==> config.mk <==
export PLATFORM = sky130hd
export DESIGN_NAME = bir_ctrl
export DESIGN_NICKNAME = d
export VERILOG_FILES = /design/src/hw/rtl/bir_pkg.sv /design/src/hw/rtl/bir_ctrl.sv
export SDC_FILE = /design/constraint.sdc
export NUM_CORES = 1
export LEC_CHECK = 0
export BUFFER_PORTS_ARGS = -buffer_cell sky130_fd_sc_hd__buf_4
export CAP_MARGIN = 20
export CORE_AREA = 5 5 42 44
export DETAILED_ROUTE_END_ITERATION = 12
export DIE_AREA = 0 0 47 49
export GPL_TIMING_DRIVEN = 0
export HOLD_SLACK_MARGIN = 0.02
export SLEW_MARGIN = 20
export SYNTH_ARGS = -nofsm -noshare
export SYNTH_HDL_FRONTEND = slang
export SYNTH_SLANG_ARGS = --single-unit
export TNS_END_PERCENT = 10
==> constraint.sdc <==
create_clock -name clk_i -period 2 [get_ports clk_i]
set_input_delay 0 -clock clk_i [delete_from_list [all_inputs] [get_ports clk_i]]
set_output_delay 0 -clock clk_i [all_outputs]
set_load 0.05 [all_outputs]
==> src/hw/rtl/bir_pkg.sv <==
`default_nettype none
package bir_pkg;

  // configuration register indexes
  localparam logic [1:0] CFG_SRC_WIDTH  = 2'd0;
  localparam logic [1:0] CFG_SRC_HEIGHT = 2'd1;
  localparam logic [1:0] CFG_DST_WIDTH  = 2'd2;
  localparam logic [1:0] CFG_DST_HEIGHT = 2'd3;

  // input opcodes
  localparam logic OP_LOAD    = 1'b0;
  localparam logic OP_REQUEST = 1'b1;

  // neighbour select codes
  localparam logic [1:0] NB_TOP_LEFT  = 2'd0;
  localparam logic [1:0] NB_TOP_RIGHT = 2'd1;
  localparam logic [1:0] NB_BOT_LEFT  = 2'd2;
  localparam logic [1:0] NB_BOT_RIGHT = 2'd3;

  // controller to datapath commands
  typedef struct packed {
    logic       load;
    logic       div_start;
    logic       pos_en;
    logic       addr_en;
    logic       rd_en;
    logic [1:0] rd_sel;
    logic       lerp_en;
    logic       prod_en;
    logic       sum_en;
  } bir_cmd_t;

  // datapath to controller status
  typedef struct packed {
    logic at_origin;
    logic div_busy;
    logic out_busy;
  } bir_status_t;

endpackage
`default_nettype wire

==> src/hw/rtl/bir_ctrl.sv <==
`default_nettype none
module bir_ctrl import bir_pkg::*; (
  input  wire logic        clk_i,
  input  wire logic        rst_ni,
  input  wire logic        in_valid_i,
  input  wire logic        opcode_i,
  output logic             in_ready_o,
  input  wire bir_status_t status_i,
  output bir_cmd_t         cmd_o
);

  typedef enum logic [3:0] {
    ST_IDLE,
    ST_DIV,
    ST_POS,
    ST_ADDR,
    ST_RD,
    ST_CAP,
    ST_LERP,
    ST_PROD,
    ST_SUM
  } state_e;

  state_e     state_q;
  logic [1:0] rd_cnt_q;
  logic       in_xfer;

  assign in_ready_o = (state_q == ST_IDLE);
  assign in_xfer    = in_valid_i && in_ready_o;

  // command decode
  always_comb begin
    cmd_o           = '0;
    cmd_o.load      = in_xfer && (opcode_i == OP_LOAD);
    cmd_o.div_start = in_xfer && (opcode_i == OP_REQUEST) && status_i.at_origin;
    cmd_o.pos_en    = (state_q == ST_POS);
    cmd_o.addr_en   = (state_q == ST_ADDR);
    cmd_o.rd_en     = (state_q == ST_RD);
    cmd_o.rd_sel    = rd_cnt_q;
    cmd_o.lerp_en   = (state_q == ST_LERP);
    cmd_o.prod_en   = (state_q == ST_PROD);
    cmd_o.sum_en    = (state_q == ST_SUM) && !status_i.out_busy;
  end

  // sequencer
  always_ff @(posedge clk_i or negedge rst_ni) begin
    if (!rst_ni) begin
      state_q  <= ST_IDLE;
      rd_cnt_q <= NB_TOP_LEFT;
    end else begin
      case (state_q)
        ST_IDLE: begin
          if (in_xfer && (opcode_i == OP_REQUEST)) begin
            state_q <= status_i.at_origin ? ST_DIV : ST_POS;
          end
        end
        ST_DIV: begin
          if (!status_i.div_busy) begin
            state_q <= ST_POS;
          end
        end
        ST_POS: state_q <= ST_ADDR;
        ST_ADDR: begin
          state_q  <= ST_RD;
          rd_cnt_q <= NB_TOP_LEFT;
        end
        ST_RD: begin
          rd_cnt_q <= rd_cnt_q + 2'd1;
          if (rd_cnt_q == NB_BOT_RIGHT) begin
            state_q <= ST_CAP;
          end
        end
        ST_CAP:  state_q <= ST_LERP;
        ST_LERP: state_q <= ST_PROD;
        ST_PROD: state_q <= ST_SUM;
        ST_SUM: begin
          if (!status_i.out_busy) begin
            state_q <= ST_IDLE;
          end
        end
        default: state_q <= ST_IDLE;
      endcase
    end
  end

endmodule
`default_nettype wire

* Word-level counts from Yosys, hierarchy flattened
Cells that the tools add are included.
** Cells by class
- Add/subtract/negate cells :: 1
- Equal/unequal tests :: 13
- Muxes and demuxes :: 7
- Bitwise logic cells :: 1
- Reduce and logical (&&, ||, !) cells :: 9
** Operators by type and width (number)
- case mux 4 bit (9 select lines) :: 1
- equality test 4 x 3 -> 1 bit, second input constant :: 4
- 2-to-1 mux 4 bit :: 4
- equality test 4 x 2 -> 1 bit, second input constant :: 2
- logical AND 1 bit :: 5
- equality test 4 x 1 -> 1 bit, second input constant :: 1
- equality test 4 bit, second input constant :: 1
- zero test 4 bit :: 1
- inequality test 2 x 1 -> 1 bit, second input constant :: 2
- inequality test 2 bit, second input constant :: 2
- case mux 2 bit (2 select lines) :: 1
- AND reduction 4 bit :: 1
- adder 2 x 1 -> 2 bit, second input constant :: 1
- equality test 2 bit, second input constant :: 1
- 2-to-1 mux 2 bit :: 1
- nonzero test 2 bit :: 1
- zero test 1 bit :: 1
- NOT 1 bit :: 1
** Word-level totals
- Register bits after elaboration :: 6
- Output and inout bits :: 11

* Logic depth before layout (Yosys ltp)
- Word-level depth :: 5
- Gate-level depth with buffers :: 4
- Depth with buffers taken out :: 4

* Worst setup path before layout
OpenSTA, ideal clock, no wires.
- Path kind :: register to output
- Start point :: reg state_q[0]
- End point :: out cmd_o[0] in the netlist's numbering
- Arrival time :: 2.177 ns
- Data required time :: 2.000 ns
- Setup slack :: -0.177 ns
- Stages on the path, launching flop included :: 4
- Path buffers :: 1
- Cells stage by stage :: dfrtp_1 > buf_6 > nor2_1 > nor4bb_1
** RTL lines
- start: declaration :: line bir_ctrl.sv:24 : state_e state_q;
- start signal: assignment :: line bir_ctrl.sv:54 : state_q <= status_i.at_origin ? ST_DIV : ST_POS;
- end: declaration :: line bir_ctrl.sv:9 : output bir_cmd_t cmd_o

==> qor.txt <==
Fin nets: 81
Initial Util: 0.287
Vias/cell: 4.95
Clk slew on worst S/H paths: 0.05 ns
Clock latency on the worst-skew pair: 0.25 ns
Die ar.: 2300 µm²
Compound-cell area share of the yosys netlist: 0.134
Max-cap violation count: 0
Synthesized area per cell: 8.22 µm²
#FFs+latches synth: 6
Tot GR Track Use: 0.101
Xor and xnor area share after synthesis: 0.0217
First-pass GRT wire length: 1690 µm
Setup Buffers After CTS: 0
Tmin final: 1.51 ns
Syn nets: 57
Num CTS Buffers: 3
Hold-fix buffers, CTS: 2
CTS root buf: clkbuf_4
Peak supply drop: 0.989 mV
Vias in the first global route: 444
Synth Area in Adders: 0.0311
Crit share post-route: 0.753
Buffers added on ports: 17
Hold_ws: 0.0375 ns
DIE HEIGHT: 49 µm
WS Path Type: reg2out
Share of cells above drive strength 1: 0.338
RD Place Congestion: 0.734
HP Class: in2reg
Placed Area: 557 µm²
Area grow syn2layout: 48.8%
Synthesized area: 403 µm²
Count of pins over their slew limit: 0
CTS sink cnt: 6
CP Max Fanout: 10
Setup Skew: 0.00199 ns
Final hold violations: 0
Fmax: 664 MHz
Vias: 431
Register area: 150 µm²
Post-Layout Cell Count: 87
YS warnings: 0
Placed Instances: 82
DR DRC count: 0
Resize count post-CTS: 0
Filler cells: 149
Post-Route WL: 1050 µm
Total gr overflow: 0
Antenna-violating nets left: 0
Site Rows: 14
Critical-path top delay cell: dfrtp_1
Worst setup margin: 0.494 ns
CP Launch Type: flop
Area of the multi-input gates: 224 µm²
DRT iter0 DRCs: 7
PwrDens: 1840 nW/µm²
Relative slew margins: 0.762
Most common cell on crit path: buf_4
Post-synthesis cell type count: 24
HPWL after DPL: 798 µm
Setup crit end kind: output port
Status: complete, no violations
Synth Area in Simple Gates: 0.354
Post-synthesis mux area share: 0
Synth area leader: dfrtp_1
Synth top area cells: dfrtp_1 (37%), nor2_1 (7.5%), nand2_1 (4.7%)
RSZ-0062 raised after global routing: no
Overall Power: 0.00110 W
Worst-Margin Slew: 0.355 ns
I/O pins: 18
Largest family of logic cells by synthesized area: simple AND/OR/NAND/NOR gates
Sequential fraction of the synthesis area: 0.373
Worst endpoint required time: 2.00 ns
H-tree depth: 1
CP peak stage delay: 0.41 ns
DRT Pass-1 Iters: 4
Fin area: 599 µm²
Pin count of the biggest net entering global routing: 11
Setup violators final: 0
Die Wd: 47 µm
Clk buf depth: 2
Cells along the critical path: buf_4 -> nor2_1 -> nand2_1 -> nor3b_1 -> buf_4
Core box area: 1400 µm²
Pre-CTS setup slack: 0.736 ns
Ant. Diodes: 0
CTS tree: done
Post-Syn Instances: 49
Top-area cell type share of the netlist area: 0.373
P_leak: 0.293 nW
Critical Path AT: 1.51 ns
Initial antenna violation count: 0
Average wire per standard cell: 12.0 µm
## cells by family (layout without fill, tap and decap cells)
kind of cell / after synthesis / count (layout)
XOR/XNOR: 1 / 1
buffers and inverters: 6 / 28
AND/OR/NAND/NOR: 27 / 27
adder cells (fa/ha/maj): 1 / 1
AO/OA/AOI/OAI: 8 / 8
flip-flops: 6 / 6
## cells in the mapped netlist
cell,n
buf_4,1
nor2b_1,1
nor2_1,8
nor4bb_1,1
or3b_1,1
nand4b_1,1
a221oi_1,2
o21a_1,1
buf_2,1
o21ai_0,2
nor3_1,3
a21oi_1,1
dfrtp_1,6
or4_1,1
nand3_1,2
xor2_1,1
nor3b_1,2
a31oi_1,1
nand2b_1,2
o31ai_1,1
nand2_1,5
inv_1,3
buf_6,1
ha_1,1
## cell usage in the layout, fill, tap and decap left out, types with 2 or more instances in the layout
master and instances:
buf_4 18, clkbuf_4 3, a221oi_1 2, inv_1 3
nor3b_1 2, nand2b_1 2, nand3_1 2, o21ai_0 2
dfrtp_1 6, nor3_1 3, dlygate4sd3_1 2, nand2_1 5
nor2_1 8
## through the flow
stage	util	setup TNS, ns
3_3_place_gp	0.397	0
4_1_cts	0.428	0
5_1_grt	0.428	0
2_1_floorplan	-	-0.207
6_report	0.428	0
3_5_place_dp	0.397	0
## sequential cells by signal, indices dropped and copies added (netlist names)
register,cells
rd_cnt_q,2
state_q,4
## critical path, delay by kind of cell (launching register included)
family,cells,cell delay [ns]
and+or+nand+nor,3,0.43
buffers and inverters,2,0.42
DFF,1,0.41
## report_power, final
part / switching, W / total [W] / internal (W)
combinational: 0.000491 / 0.000750 / 0.000259
sequential: 0.0000599 / 0.000238 / 0.000178
clock: 0.0000466 / 0.000115 / 0.0000681
total: 0.000597 / 0.00110 / 0.000505
## cell type report
type                       count  area share
multi-input combinational     37       0.374
buffer                         3      0.0397
clock buffer                   3      0.0376
sequential                     6       0.251
tap                           16      0.0334
inverter                       3      0.0188
timing repair buffer          19       0.246
## worst paths after layout
| kind | startpoint | endpoint | slack (ns) | cells past startpoint |
|---|---|---|---|---|
| hold reg to reg | rd_cnt_q[0] | rd_cnt_q[0] | 0.55 | 1 |
| max in group asynchronous | rst_ni | state_q[3] | 1.79 | 2 |
| min in group asynchronous | rst_ni | rd_cnt_q[1] | 0.10 | 2 |
| hold / removal | status_i[0] | state_q[3] | 0.04 | 3 |
| setup reg to reg | state_q[0] | state_q[1] | 0.73 | 3 |
| setup / recovery | state_q[2] | cmd_o[9] | 0.49 | 5 |
## per-layer routing
| metal | up-vias | routed length [µm] | global-route usage |
|---|---|---|---|
| met1 | 193 | 487 | 0.128 |
| met5 | - | 0 | 0 |
| met3 | 4 | 64 | 0.0258 |
| met2 | 16 | 470 | 0.138 |
| met4 | 0 | 25 | 0.0783 |
| li1 | 218 | - | - |
(Power assumes the default switching activity.)
